`src/hdl/i2c_register_master_defines.svh`:
```
// ---------------------------------------------------------------------------
// I2C register master assertion macros
// Clocked assertion helpers for the RTL of the block, used by the engine.
// ---------------------------------------------------------------------------
`ifndef I2C_REGISTER_MASTER_DEFINES_SVH
`define I2C_REGISTER_MASTER_DEFINES_SVH

`ifndef NO_ASSERTIONS
// Property must hold at every clock edge outside reset.
`define IRM_ASSERT(lbl, clk, rst, prop, msg) \
  lbl: assert property (@(posedge clk) disable iff (rst) prop) else $error(msg);
// Expression must never be true outside reset.
`define IRM_ASSERT_NEVER(lbl, clk, rst, expr, msg) \
  lbl: assert property (@(posedge clk) disable iff (rst) !(expr)) else $error(msg);
`else
`define IRM_ASSERT(lbl, clk, rst, prop, msg)
`define IRM_ASSERT_NEVER(lbl, clk, rst, expr, msg)
`endif

`endif

```
`src/hdl/irm_pkg.sv`:
```
// ---------------------------------------------------------------------------
// I2C register master package
// Shared types and constants of the I2C register master.
// ---------------------------------------------------------------------------
`default_nettype none

package irm_pkg;

  localparam int TIMER_BITS_DEF   = 16;
  localparam int IN_WIDTH         = 32;
  localparam int OUT_WIDTH        = 24;
  localparam logic [15:0] HALF_PERIOD_RST = 16'd250;

  // Transaction modes.
  localparam logic [1:0] MODE_WRITE = 2'd0;
  localparam logic [1:0] MODE_RD1   = 2'd1;
  localparam logic [1:0] MODE_RD2   = 2'd2;
  localparam logic [1:0] MODE_BAD   = 2'd3;

  // One tick word after unpacking.
  typedef struct packed {
    logic       req_valid;
    logic [1:0] mode;
    logic [6:0] dev_addr;
    logic [7:0] reg_addr;
    logic [7:0] wr_data;
    logic       wr_last;
    logic       sda_in;
    logic       scl_in;
  } item_t;

  // One result word.
  typedef struct packed {
    logic [15:0] read_data;
    logic        nack_seen;
    logic        done_res;
    logic        data_take;
    logic        busy_res;
    logic        sda_pull_low;
    logic        scl_pull_low;
  } result_t;

endpackage

`default_nettype wire

```
`src/hdl/irm_front.sv`:
```
// ---------------------------------------------------------------------------
// I2C register master front end
// Accepts tick words, unpacks their fields and queues them for the engine.
// ---------------------------------------------------------------------------
`default_nettype none

module irm_front import irm_pkg::*; (
  input  wire logic                clk,
  input  wire logic                rst,
  input  wire logic                s_tvalid,
  output logic                     s_tready,
  input  wire logic [IN_WIDTH-1:0] s_tdata,
  input  wire logic                s_tlast,
  output logic                     q_valid,
  output item_t                    q_item,
  input  wire logic                q_pop
);

  item_t      slots [2];
  logic       wr_ptr;
  logic       rd_ptr;
  logic [1:0] count;
  logic       push;
  item_t      in_item;

  // Unpack the incoming word.
  always_comb begin
    in_item.req_valid = s_tdata[0];
    in_item.mode      = s_tdata[2:1];
    in_item.dev_addr  = s_tdata[9:3];
    in_item.reg_addr  = s_tdata[17:10];
    in_item.wr_data   = s_tdata[25:18];
    in_item.wr_last   = s_tlast;
    in_item.sda_in    = s_tdata[26];
    in_item.scl_in    = s_tdata[27];
  end

  assign s_tready = (count != 2'd2);
  assign push     = s_tvalid && s_tready;
  assign q_valid  = (count != 2'd0);
  assign q_item   = slots[rd_ptr];

  // Two-entry queue between front end and engine.
  always_ff @(posedge clk) begin
    if (rst) begin
      wr_ptr <= 1'b0;
      rd_ptr <= 1'b0;
      count  <= 2'd0;
    end else begin
      if (push) begin
        wr_ptr <= ~wr_ptr;
      end
      if (q_pop) begin
        rd_ptr <= ~rd_ptr;
      end
      count <= count + {1'b0, push} - {1'b0, q_pop};
    end
  end

  always_ff @(posedge clk) begin
    if (push) begin
      slots[wr_ptr] <= in_item;
    end
  end

endmodule

`default_nettype wire

```
`src/hdl/irm_engine.sv`:
```
// ---------------------------------------------------------------------------
// I2C register master engine
// Runs the bus sequencer one tick per queued word and registers the result.
// ---------------------------------------------------------------------------
`default_nettype none
`include "i2c_register_master_defines.svh"

module irm_engine import irm_pkg::*; #(
  parameter int TIMER_BITS = TIMER_BITS_DEF
) (
  input  wire logic                 clk,
  input  wire logic                 rst,
  input  wire logic                 cfg_valid,
  output logic                      cfg_ready,
  input  wire logic [15:0]          cfg_data,
  input  wire logic                 q_valid,
  input  item_t                     q_item,
  output logic                      q_pop,
  output logic                      m_tvalid,
  input  wire logic                 m_tready,
  output logic [OUT_WIDTH-1:0]      m_tdata
);

  localparam int CW = ((TIMER_BITS > 16) ? TIMER_BITS : 16) + 1;

  localparam logic [4:0] PH_IDLE = 5'd0;
  localparam logic [4:0] PH_RS0  = 5'd1;
  localparam logic [4:0] PH_S1   = 5'd2;
  localparam logic [4:0] PH_S2   = 5'd3;
  localparam logic [4:0] PH_S3   = 5'd4;
  localparam logic [4:0] PH_RXL  = 5'd5;
  localparam logic [4:0] PH_RXH  = 5'd6;
  localparam logic [4:0] PH_MAL  = 5'd7;
  localparam logic [4:0] PH_TXL  = 5'd8;
  localparam logic [4:0] PH_TXH  = 5'd12;
  localparam logic [4:0] PH_AKL  = 5'd16;
  localparam logic [4:0] PH_AKH  = 5'd20;
  localparam logic [4:0] PH_MAH  = 5'd24;
  localparam logic [4:0] PH_P0   = 5'd25;
  localparam logic [4:0] PH_P1   = 5'd26;
  localparam logic [4:0] PH_P2   = 5'd27;
  localparam logic [4:0] PH_END  = 5'd28;

  localparam logic [1:0] K_ADDR_W = 2'd0;
  localparam logic [1:0] K_REG    = 2'd1;
  localparam logic [1:0] K_DATA   = 2'd2;
  localparam logic [1:0] K_ADDR_R = 2'd3;

  localparam int PAD_BITS = OUT_WIDTH - $bits(result_t);

  logic [15:0]           half_period;
  logic [4:0]            phase, phase_next;
  logic [TIMER_BITS-1:0] tick_count, tick_count_next;
  logic [3:0]            bit_index, bit_index_next;
  logic [7:0]            shift_byte, shift_byte_next;
  logic [15:0]           read_accum, read_accum_next;
  logic [1:0]            held_mode, held_mode_next;
  logic [6:0]            held_dev, held_dev_next;
  logic [7:0]            held_reg, held_reg_next;
  logic                  byte_is_last, byte_is_last_next;
  logic                  nack_flag, nack_flag_next;
  logic                  step_end;
  logic [1:0]            k;
  logic [3:0]            bit_inc;
  logic [CW-1:0]         tick_inc;
  result_t               res;
  result_t               out_word;

  assign cfg_ready = 1'b1;
  assign q_pop     = q_valid && (!m_tvalid || m_tready);
  assign m_tdata   = {{PAD_BITS{1'b0}}, out_word};
  assign k         = phase[1:0];
  assign bit_inc   = bit_index + 4'd1;
  assign tick_inc  = CW'(tick_count) + CW'(1);

  // Configuration register.
  always_ff @(posedge clk) begin
    if (rst) begin
      half_period <= HALF_PERIOD_RST;
    end else if (cfg_valid) begin
      half_period <= cfg_data;
    end
  end

  // One bus tick: pin drive, step timer and phase sequencing.
  always_comb begin
    phase_next        = phase;
    tick_count_next   = tick_count;
    bit_index_next    = bit_index;
    shift_byte_next   = shift_byte;
    read_accum_next   = read_accum;
    held_mode_next    = held_mode;
    held_dev_next     = held_dev;
    held_reg_next     = held_reg;
    byte_is_last_next = byte_is_last;
    nack_flag_next    = nack_flag;
    step_end          = 1'b0;
    res               = '0;

    // Pin drive follows the current phase.
    if (phase >= PH_TXL && phase < PH_AKL) begin
      res.scl_pull_low = (phase < PH_TXH);
      res.sda_pull_low = ~shift_byte[7];
    end else if (phase >= PH_AKL && phase < PH_MAH) begin
      res.scl_pull_low = (phase < PH_AKH);
    end else begin
      unique case (phase)
        PH_RS0: res.scl_pull_low = 1'b1;
        PH_S2:  res.sda_pull_low = 1'b1;
        PH_S3: begin
          res.scl_pull_low = 1'b1;
          res.sda_pull_low = 1'b1;
        end
        PH_RXL: res.scl_pull_low = 1'b1;
        PH_MAL: begin
          res.scl_pull_low = 1'b1;
          res.sda_pull_low = ~byte_is_last;
        end
        PH_MAH: res.sda_pull_low = ~byte_is_last;
        PH_P0: begin
          res.scl_pull_low = 1'b1;
          res.sda_pull_low = 1'b1;
        end
        PH_P1:  res.sda_pull_low = 1'b1;
        default: ;
      endcase
    end
    res.busy_res = (phase != PH_IDLE);

    // Start a transaction, or run the step timer while SCL is not stretched.
    if (phase == PH_IDLE) begin
      if (q_item.req_valid && q_item.mode != MODE_BAD) begin
        held_mode_next    = q_item.mode;
        held_dev_next     = q_item.dev_addr;
        held_reg_next     = q_item.reg_addr;
        nack_flag_next    = 1'b0;
        read_accum_next   = '0;
        shift_byte_next   = {q_item.dev_addr, 1'b0};
        bit_index_next    = '0;
        byte_is_last_next = 1'b0;
        tick_count_next   = '0;
        phase_next        = PH_S1;
      end
    end else if (res.scl_pull_low || q_item.scl_in) begin
      if (tick_inc >= CW'(half_period) || (&tick_count)) begin
        step_end = 1'b1;
      end else begin
        tick_count_next = tick_count + TIMER_BITS'(1);
      end
    end

    // Phase change at the end of a step.
    if (step_end) begin
      tick_count_next = '0;
      if (phase >= PH_TXL && phase < PH_TXH) begin
        phase_next = PH_TXH + {3'b000, k};
      end else if (phase >= PH_TXH && phase < PH_AKL) begin
        shift_byte_next = {shift_byte[6:0], 1'b0};
        bit_index_next  = bit_inc;
        phase_next      = (bit_inc >= 4'd8) ? PH_AKL + {3'b000, k} : PH_TXL + {3'b000, k};
      end else if (phase >= PH_AKL && phase < PH_AKH) begin
        phase_next = PH_AKH + {3'b000, k};
      end else if (phase >= PH_AKH && phase < PH_MAH) begin
        if (q_item.sda_in) begin
          nack_flag_next = 1'b1;
          phase_next     = PH_P0;
        end else begin
          unique case (k)
            K_ADDR_W: begin
              shift_byte_next = held_reg;
              bit_index_next  = '0;
              phase_next      = PH_TXL + {3'b000, K_REG};
            end
            K_REG: begin
              if (held_mode == MODE_WRITE) begin
                res.data_take     = 1'b1;
                shift_byte_next   = q_item.wr_data;
                byte_is_last_next = q_item.wr_last;
                bit_index_next    = '0;
                phase_next        = PH_TXL + {3'b000, K_DATA};
              end else begin
                shift_byte_next = {held_dev, 1'b1};
                phase_next      = PH_RS0;
              end
            end
            K_DATA: begin
              if (byte_is_last) begin
                phase_next = PH_P0;
              end else begin
                res.data_take     = 1'b1;
                shift_byte_next   = q_item.wr_data;
                byte_is_last_next = q_item.wr_last;
                bit_index_next    = '0;
                phase_next        = PH_TXL + {3'b000, K_DATA};
              end
            end
            K_ADDR_R: begin
              bit_index_next    = '0;
              byte_is_last_next = (held_mode != MODE_RD2);
              phase_next        = PH_RXL;
            end
            default: ;
          endcase
        end
      end else begin
        unique case (phase)
          PH_RS0: phase_next = PH_S1;
          PH_S1:  phase_next = PH_S2;
          PH_S2:  phase_next = PH_S3;
          PH_S3: begin
            bit_index_next = '0;
            phase_next     = shift_byte[0] ? PH_TXL + {3'b000, K_ADDR_R}
                                           : PH_TXL + {3'b000, K_ADDR_W};
          end
          PH_RXL: phase_next = PH_RXH;
          PH_RXH: begin
            read_accum_next = {read_accum[14:0], q_item.sda_in};
            bit_index_next  = bit_inc;
            phase_next      = (bit_inc >= 4'd8) ? PH_MAL : PH_RXL;
          end
          PH_MAL: phase_next = PH_MAH;
          PH_MAH: begin
            if (byte_is_last) begin
              phase_next = PH_P0;
            end else begin
              byte_is_last_next = 1'b1;
              bit_index_next    = '0;
              phase_next        = PH_RXL;
            end
          end
          PH_P0: phase_next = PH_P1;
          PH_P1: phase_next = PH_P2;
          PH_P2: begin
            res.done_res = 1'b1;
            phase_next   = PH_IDLE;
          end
          default: phase_next = PH_IDLE;
        endcase
      end
    end

    if (res.done_res) begin
      res.nack_seen = nack_flag;
      res.read_data = read_accum;
    end
  end

  // Sequencer state advances once per consumed tick word.
  always_ff @(posedge clk) begin
    if (rst) begin
      phase        <= PH_IDLE;
      tick_count   <= '0;
      bit_index    <= '0;
      shift_byte   <= '0;
      read_accum   <= '0;
      held_mode    <= '0;
      held_dev     <= '0;
      held_reg     <= '0;
      byte_is_last <= 1'b0;
      nack_flag    <= 1'b0;
    end else if (q_pop) begin
      phase        <= phase_next;
      tick_count   <= tick_count_next;
      bit_index    <= bit_index_next;
      shift_byte   <= shift_byte_next;
      read_accum   <= read_accum_next;
      held_mode    <= held_mode_next;
      held_dev     <= held_dev_next;
      held_reg     <= held_reg_next;
      byte_is_last <= byte_is_last_next;
      nack_flag    <= nack_flag_next;
    end
  end

  // Output register.
  always_ff @(posedge clk) begin
    if (rst) begin
      m_tvalid <= 1'b0;
    end else if (q_pop) begin
      m_tvalid <= 1'b1;
    end else if (m_tready) begin
      m_tvalid <= 1'b0;
    end
  end

  always_ff @(posedge clk) begin
    if (q_pop) begin
      out_word <= res;
    end
  end

  `IRM_ASSERT(a_done_busy, clk, rst, (m_tvalid && out_word.done_res) |-> out_word.busy_res, "done without busy")
  `IRM_ASSERT_NEVER(a_take_done, clk, rst, m_tvalid && out_word.done_res && out_word.data_take, "take on done")
  `IRM_ASSERT(a_phase_range, clk, rst, phase < PH_END, "phase out of range")

endmodule

`default_nettype wire

```
`src/hdl/i2c_register_master.sv`:
```
// ---------------------------------------------------------------------------
// I2C register master
// Open-drain I2C master running register writes and one- or two-byte reads.
// ---------------------------------------------------------------------------
//  channel  dir  width  contents
//  s_*      in   32     one bus tick: request fields and sampled pins
//  m_*      out  24     pin drive, status and read data for that tick
//  cfg_*    in   16     half_period register
//
// Each tick word yields exactly one result word; the engine takes one word
// per cycle while the output does not stall, so the block then sustains
// one item per clock. Words pass through the queue and the output register.
// Reset clears the queue, the sequencer and sets half_period to 250.
// A stalled output holds its word while the queue accepts input until its
// two entries are full.
`default_nettype none

module i2c_register_master import irm_pkg::*; #(
  parameter int TIMER_BITS = TIMER_BITS_DEF
) (
  input  wire logic                 clk,
  input  wire logic                 rst,
  input  wire logic                 s_tvalid,
  output logic                      s_tready,
  // req_valid, mode[2], dev_addr[7], reg_addr[8], wr_data[8], sda_in, scl_in
  input  wire logic [IN_WIDTH-1:0]  s_tdata,
  input  wire logic                 s_tlast,   // wr_last
  output logic                      m_tvalid,
  input  wire logic                 m_tready,
  // scl_pull_low, sda_pull_low, busy_res, data_take, done_res, nack_seen,
  // read_data[16]
  output logic [OUT_WIDTH-1:0]      m_tdata,
  input  wire logic                 cfg_valid,
  output logic                      cfg_ready,
  input  wire logic [15:0]          cfg_data
);

  logic  q_valid;
  logic  q_pop;
  item_t q_item;

  // Tick word intake and queue.
  irm_front u_front (
    .clk      (clk),
    .rst      (rst),
    .s_tvalid (s_tvalid),
    .s_tready (s_tready),
    .s_tdata  (s_tdata),
    .s_tlast  (s_tlast),
    .q_valid  (q_valid),
    .q_item   (q_item),
    .q_pop    (q_pop)
  );

  // Bus sequencer and result register.
  irm_engine #(
    .TIMER_BITS (TIMER_BITS)
  ) u_engine (
    .clk       (clk),
    .rst       (rst),
    .cfg_valid (cfg_valid),
    .cfg_ready (cfg_ready),
    .cfg_data  (cfg_data),
    .q_valid   (q_valid),
    .q_item    (q_item),
    .q_pop     (q_pop),
    .m_tvalid  (m_tvalid),
    .m_tready  (m_tready),
    .m_tdata   (m_tdata)
  );

endmodule

`default_nettype wire

```
`config.mk`:
```
export PLATFORM = sky130hd
export DESIGN_NAME = i2c_register_master
export DESIGN_NICKNAME = d
export VERILOG_FILES = /design/src/hdl/irm_pkg.sv /design/src/hdl/irm_front.sv /design/src/hdl/irm_engine.sv /design/src/hdl/i2c_register_master.sv
export VERILOG_INCLUDE_DIRS = /design/src /design/src/hdl
export SDC_FILE = /design/constraint.sdc
export NUM_CORES = 1
export LEC_CHECK = 0
export ABC_AREA = 1
export BUFFER_PORTS_ARGS = -buffer_cell sky130_fd_sc_hd__buf_2
export CORE_UTILIZATION = 60
export CTS_BUF_LIST = sky130_fd_sc_hd__clkbuf_4
export DETAILED_ROUTE_END_ITERATION = 6
export PLACE_DENSITY_LB_ADDON = 0.15
export SLEW_MARGIN = 20
export SYNTH_ARGS = -nofsm -noshare
export SYNTH_HDL_FRONTEND = slang
export SYNTH_HIERARCHICAL = 1
export SYNTH_SLANG_ARGS = --single-unit
```
`constraint.sdc`:
```
create_clock -name clk -period 9 [get_ports clk]
set_input_delay 0.9 -clock clk [delete_from_list [all_inputs] [get_ports clk]]
set_output_delay 0.9 -clock clk [all_outputs]
set_load 0.01 [all_outputs]
```
# Word-level counts from Yosys, hierarchy flattened
# Memory sizes are Yosys's and may differ from the RTL's. A register that Yosys moved wholly into a read port is not among the register bits.
# Cells that the tools add are included.
# totals
memories,1
ff_bits,111
ram_bits,58
input_bits,54
# mem_list
memory,words,width,read_ports,rd_clocked_by_memory_dff,write_ports,line_no,source
u_front.slots,2,29,1,1,1,irm_front.sv:19,item_t slots [2];
# op_classes
n_eq_ne,19
n_mux,98
order_cmp,10
reduce_logical,31
add_sub_neg,9
n_bitwise,6
# op_table
operator,count
$mux W16,13
$mux W8,10
$mux W5,11
$pmux W5 S10,1
$mux W4,11
$mux W1,38
$pmux W4 S3,2
$pmux W8 S3,1
$eq A5 B3 Y1 const B,4
$eq A5 B5 Y1 const B,4
$pmux W5 S4,1
$add A16 B1 Y17 const B,1
$ge A17 B16 Y1,1
$add A16 B1 Y16 const B,1
$reduce_and A16 Y1,1
$lt A5 B5 Y1 const B,3
$mux W2,7
$add A4 B2 Y5 const A,2
$add A5 B2 Y5 const A,2
$eq A5 B2 Y1 const B,2
$ge A5 B4 Y1 const B,2
$ge A5 B5 Y1 const B,2
$logic_and A1 B1 Y1,9
$reduce_bool A2 Y1,4
26 further kinds,40

# Logic depth before layout (Yosys ltp)
# depth
depth_word,12
depth_mapped,25

# Cells and area by module
# The synthesis kept the hierarchy.
# modules_own_cells
mod,n_inst,cells_each,area_each_um2
irm_engine,1,903,6323.6
irm_front,1,122,2358.5

# Worst setup path after synthesis
# No wires, ideal clock.
# synth_timing
path_kind,register -> register
startpoint,register u_engine.tick_count[2]
endpoint,register u_engine.shift_byte[2]
stages_incl_launch_ff,20
setup_time_ns,0.132
path_buffers,1
arrival_time_ns,2.887
synth_period_minus_slack_ns,3.020
required_time_ns,8.868
slack_ns,5.980
cell_sequence,dfxtp_1 nand3_1 inv_1 nand2_1 nor4_1 nand3_1 nor3b_1 xor2_1 ha_1 nand3_1 nor3_1 a21oi_1 o21a_1 nand2_2 nand2_4 nor2_8 clkbuf_4 o21ai_2 nand2_1 a21oi_1
# synth_between
elab_chain_len,7
word_cells_on_any_way,8
cone_classes,add/sub (1); order compare (1); mux (4); reduce/logical (2)
# synth_rtl
element,line_no,source
start: declaration,irm_engine.sv:53,"logic [TIMER_BITS-1:0] tick_count, tick_count_next;"
start signal: assignment,irm_engine.sv:263,tick_count <= tick_count_next;
$add A16 B1 Y17,irm_engine.sv:74,assign tick_inc = CW'(tick_count) + CW'(1);
$ge A17 B16 Y1,irm_engine.sv:145,if (tick_inc >= CW'(half_period) || (&tick_count)) begin
$logic_or A1 B1 Y1 *,irm_engine.sv:145,
$mux W1 *,irm_engine.sv:145,
$mux W1 *,irm_engine.sv:144,end else if (res.scl_pull_low || q_item.scl_in) begin
$mux W1 *,irm_engine.sv:131,if (phase == PH_IDLE) begin
$mux W8 *,irm_engine.sv:153,if (step_end) begin
end signal: assignment,irm_engine.sv:265,shift_byte <= shift_byte_next;
end: declaration,irm_engine.sv:55,"logic [7:0] shift_byte, shift_byte_next;"
# Mark *: on every way between the ends. The rest lies on a longest branch, timed or not.
# A chain may end at the register's enable or synchronous reset.

# Worst setup path in the final report
# layout_timing
startpoint,register u_engine.tick_count[0]
endpoint,register u_engine.out_word (netlist bit u_engine/m_tdata[7]) (data pin)
# layout_between
elab_chain_len,7
word_cells_on_any_way,8
cone_classes,add/sub (1); order compare (1); mux (4); reduce/logical (2)
# layout_rtl
element,line_no,source
$add A16 B1 Y17,irm_engine.sv:74,
$ge A17 B16 Y1,irm_engine.sv:145,
$logic_or A1 B1 Y1 *,irm_engine.sv:145,
$mux W1 *,irm_engine.sv:145,
$mux W1 *,irm_engine.sv:144,
$mux W1 *,irm_engine.sv:131,
$mux W2 *,irm_engine.sv:153,
end signal: assignment,irm_engine.sv:288,out_word <= res;
end: declaration,irm_engine.sv:67,result_t out_word;
# Marked as above.

==> summary.md <==
For the final max-slew violation count, the log shows 0. The post-synthesis average cell area was 8.470 sq um; the buffers plus inverters on the worst setup path was 1. Counting along the longest clock path gives a buffer depth of 2. The number of search-and-repair iterations in the first detailed-routing pass was 5.

Setup repair after global routing left no endpoint under its margin. Entering global routing, the biggest net connects 61 pins. The critical path launch point type was a flop. The tool flagged a number of max-cap violations equal to 0. In this design, the largest share of critical-path delay is due to simple AND/OR/NAND/NOR gates. The biggest area contributor in the post-synthesis netlist is sky130_fd_sc_hd__edfxtp_1. Of the synthesized area, sequential elements account for 48.42%. The hold buffer count at cts came out at 0. At the end of the flow, the number of nets in the layout was 1162.

Fraction of layout cells with a size suffix above 1: 17.97%. For the number of hold-slack violations in the final timing report, the log shows 0. The startpoint identified for the worst register-to-register timing path is u_engine/tick_count[0]. After global routing the overflow that remains totals 0. The number of antenna violations at the first check in global routing was 0; the fraction of registers with async set/reset was 0%. The clock drives 170 sinks.

The slowest stage of the critical path is the sky130_fd_sc_hd__nor2_8 cell. The measured slew at the worst slew-check pin was 0.9610 ns. More flip-flops sit in one register than any other, and that register is u_front/slots. The critical path starts at u_engine/tick_count[0]. The die covers 14950 sq um.

Once the clock tree was built, the resizer swapped 0 gates to a different size. The most numerous cell type found on the critical path is sky130_fd_sc_hd__nand3_1. The initialized floorplan defines 43 standard-cell rows. The tightest hold path in the finished design has a slack of 0.4693 ns. The post-route minimum period is 4.228 ns. Data on the critical path is required at its endpoint by 9.43 ns. Leakage power total: 3.864 nW. Dividing the detail-routed wire length by the instance count gives 13.79 um. The region available for standard cell placement spans 13990 sq um.

By instance count, the leading cell after synthesis is sky130_fd_sc_hd__nand2_1. The H-tree generated during clock tree synthesis spans 4 levels. In the synthesized netlist, the cells that appear most often are sky130_fd_sc_hd__nand2_1 (253), sky130_fd_sc_hd__inv_1 (116), sky130_fd_sc_hd__a21oi_1 (98).

The estimated wirelength of the detail-placed design was 11900 um. Delay of the slowest critical-path stage: 0.69 ns. Synthesis instantiated 51 different standard cells from the library.

Fraction of synthesized cell area taken by the top area cell type: 27.67%. The run gives 236.5 MHz as the maximum clock frequency. Traced cell by cell, the critical path runs through nand3_1 > inv_1 > nand2_1 > nor4_1 > nand3_1 > nor3b_1 > xor2_1 > ha_1 > nand3_1 > nor3_1 > a21oi_1 > o21a_1 > nand2_2 > nand2_4 > nor2_8 > nand3_4 > nor2_1. After technology mapping, the gate count stands at 1025. The critical path data arrival time is 4.66 ns. Clock tree synthesis inserted a total of 17 buffers. The maximum ir drop on the vdd rail was 160.0 uV; the share of the cycle needed by the critical path after routing was 46.97%.

The detail-routed via count per cell is 5.317, and the clock latency at the later pin of the worst-skew pair is 0.59 ns. The run gives 0 as the post-CTS setup repair buffer count. Once detail routing completed, the nets flagged for antenna violations numbered 0. The CTS clock-pin slew for the worst setup and hold paths is 0.14 ns.

The worst max-slew margin expressed relative to the limit came out at 35.86%. The clock root buffer master was sky130_fd_sc_hd__clkbuf_4. The post-synthesis register bit count was 170; the count of unresolved DRC violations after routing was 0.

The count of filler cells inserted in the layout was 1201; the number of enable-type register cells in the synthesized netlist was 80. The first-pass GRT wire length is 28260 um. The number of antenna diodes in the final layout is 0.

Setup violations remaining at the end of the flow were counted as 0. The first routing iteration left 399 violations. Global routing used 24.65% of the available tracks across all layers. In this run the worst hold path is classified as flop to flop. The flow ran to the end, and the final reports show no timing, DRC or antenna violations. For the instance count after placement with tap cells included, the log shows 1244. TritonCTS built the clock tree. The prevailing post-synth register cell is sky130_fd_sc_hd__dfxtp_1. For this design the ratio of total power to cell area is 235.4 nW/um^2. Yosys printed 6 warnings. Input and output buffers added on the ports amount to 73. The critical path is of the flop to flop type. The register with the most flip-flops in the layout has 58 of them.

The initial utilization of the core area, before any placement, comes to 62.07%. The finished layout holds 1276 standard cells, fillers aside. The capturing element type of the critical path is a flop.

Largest fanout on the critical path: 55. For this design the top-level I/O count stands at 81. The horizontal die dimension came out at 122.3 um.

At the end of routability-driven placement, the weighted congestion stood at 0.9314. The cell area that synthesis handed to floorplanning was 8682 sq um. The vertical extent of the die is 122.3 um, and the aggregate routed wire length is 17590 um. Number of global-route vias before repair: 5970.

Ranked by total cell area, the synthesized netlist is headed by sky130_fd_sc_hd__edfxtp_1 (28%), sky130_fd_sc_hd__dfxtp_1 (21%), sky130_fd_sc_hd__nand2_1 (11%). Summed over all failing endpoints, the final setup total negative slack is 0 ns. The clock arrives with 0.02107 ns of skew. Across all layers, the routed design uses 6785 vias. Source of the worst hold timing path: u_engine/held_dev[6]. The area growth from synthesis to layout is 7.984%.
-- per-layer routing --
| layer | routed length (um) | GRT usage [%] |
|---|---|---|
| met1 | 8179 | 32.59 |
| met4 | 291 | 8.765 |
| met5 | 0 | 0 |
| met2 | 8310 | 40.13 |
| met3 | 808 | 4.879 |
-- per-stage QoR --
step / instance area, sq um / power, mW / util [%] / setup slack, ns
after floorplan: 8686 / 1.587 / - / 5.980
after global placement: 9089 / 1.768 / 64.97 / 4.947
after detailed placement: 9089 / 1.784 / 64.97 / 4.809
after CTS: 9375 / 2.220 / 67.02 / 4.794
after global routing: 9375 / 2.344 / 67.02 / 4.413
final: 9375 / 2.207 / 67.02 / 4.772
-- cells by family (layout without fill, tap and decap cells) --
| logic type | after synthesis | after routing | share of synthesized area [%] |
|---|---|---|---|
| AO/OA/AOI/OAI | 210 | 210 | 13.60 |
| XOR/XNOR | 17 | 17 | 1.715 |
| adder cells (fa/ha/maj) | 25 | 25 | 3.603 |
| buffers and inverters | 166 | 236 | 8.229 |
| flip-flops | 170 | 170 | 48.42 |
| multiplexers | 33 | 33 | 4.655 |
| other | 2 | 3 | 0.08650 |
| AND/OR/NAND/NOR | 402 | 402 | 19.69 |
-- where the power goes --
part,switching (mW),internal [mW]
Sequential,0.0532,0.975
Clock,0.284,0.156
Combinational,0.493,0.246
-- layout make-up --
| cell class | count | area, sq um | area share (%) |
|---|---|---|---|
| multi-input cells | 690 | 3772 | 40.24 |
| repair buffers | 81 | 425.4 | 4.538 |
| clock buffers | 20 | 150.1 | 1.601 |
| flip-flops and latches | 170 | 4204 | 44.84 |
| well taps | 180 | 225.2 | 2.402 |
| inverters | 123 | 461.7 | 4.925 |
| clock inverters | 12 | 136.4 | 1.455 |
-- layout by cell type, fill, tap and decap left out, types with 7 or more instances in the layout --
| master | instances |
|---|---|
| sky130_fd_sc_hd__nor2_1 | 77 |
| sky130_fd_sc_hd__nand2_1 | 253 |
| sky130_fd_sc_hd__buf_4 | 8 |
| sky130_fd_sc_hd__mux2_2 | 19 |
| sky130_fd_sc_hd__dfxtp_1 | 90 |
| sky130_fd_sc_hd__xor2_1 | 12 |
| sky130_fd_sc_hd__nand4_1 | 7 |
| sky130_fd_sc_hd__a21oi_1 | 98 |
| sky130_fd_sc_hd__ha_1 | 25 |
| sky130_fd_sc_hd__nand2_2 | 12 |
| sky130_fd_sc_hd__o21ai_2 | 19 |
| sky130_fd_sc_hd__clkbuf_4 | 20 |
| sky130_fd_sc_hd__o21ai_0 | 73 |
| sky130_fd_sc_hd__nor3_1 | 11 |
| sky130_fd_sc_hd__edfxtp_1 | 80 |
| sky130_fd_sc_hd__nand3_1 | 20 |
| sky130_fd_sc_hd__mux2_4 | 10 |
| sky130_fd_sc_hd__inv_1 | 116 |
| sky130_fd_sc_hd__buf_2 | 73 |
-- worst paths after layout --
check,endpoint,slack [ns],cells past startpoint
setup / recovery,u_engine/m_tdata[7],4.77,17
hold reg to reg,u_engine/held_dev[6],0.47,2
hold / removal,u_engine/held_dev[6],0.47,2
setup reg to reg,u_engine/m_tdata[7],4.77,17
-- worst reg2reg max path: stages (launching register included) --
cell                      delay, ns
sky130_fd_sc_hd__dfxtp_1       0.43
sky130_fd_sc_hd__nand3_1       0.13
sky130_fd_sc_hd__inv_1         0.10
sky130_fd_sc_hd__nand2_1       0.06
sky130_fd_sc_hd__nor4_1        0.49
sky130_fd_sc_hd__nand3_1       0.23
sky130_fd_sc_hd__nor3b_1       0.28
sky130_fd_sc_hd__xor2_1        0.13
sky130_fd_sc_hd__ha_1          0.31
sky130_fd_sc_hd__nand3_1       0.08
sky130_fd_sc_hd__nor3_1        0.13
sky130_fd_sc_hd__a21oi_1       0.08
sky130_fd_sc_hd__o21a_1        0.11
sky130_fd_sc_hd__nand2_2       0.11
sky130_fd_sc_hd__nand2_4       0.08
sky130_fd_sc_hd__nor2_8        0.69
sky130_fd_sc_hd__nand3_4       0.44
sky130_fd_sc_hd__nor2_1        0.21
No activity file was read; power rests on OpenSTA's default activity.
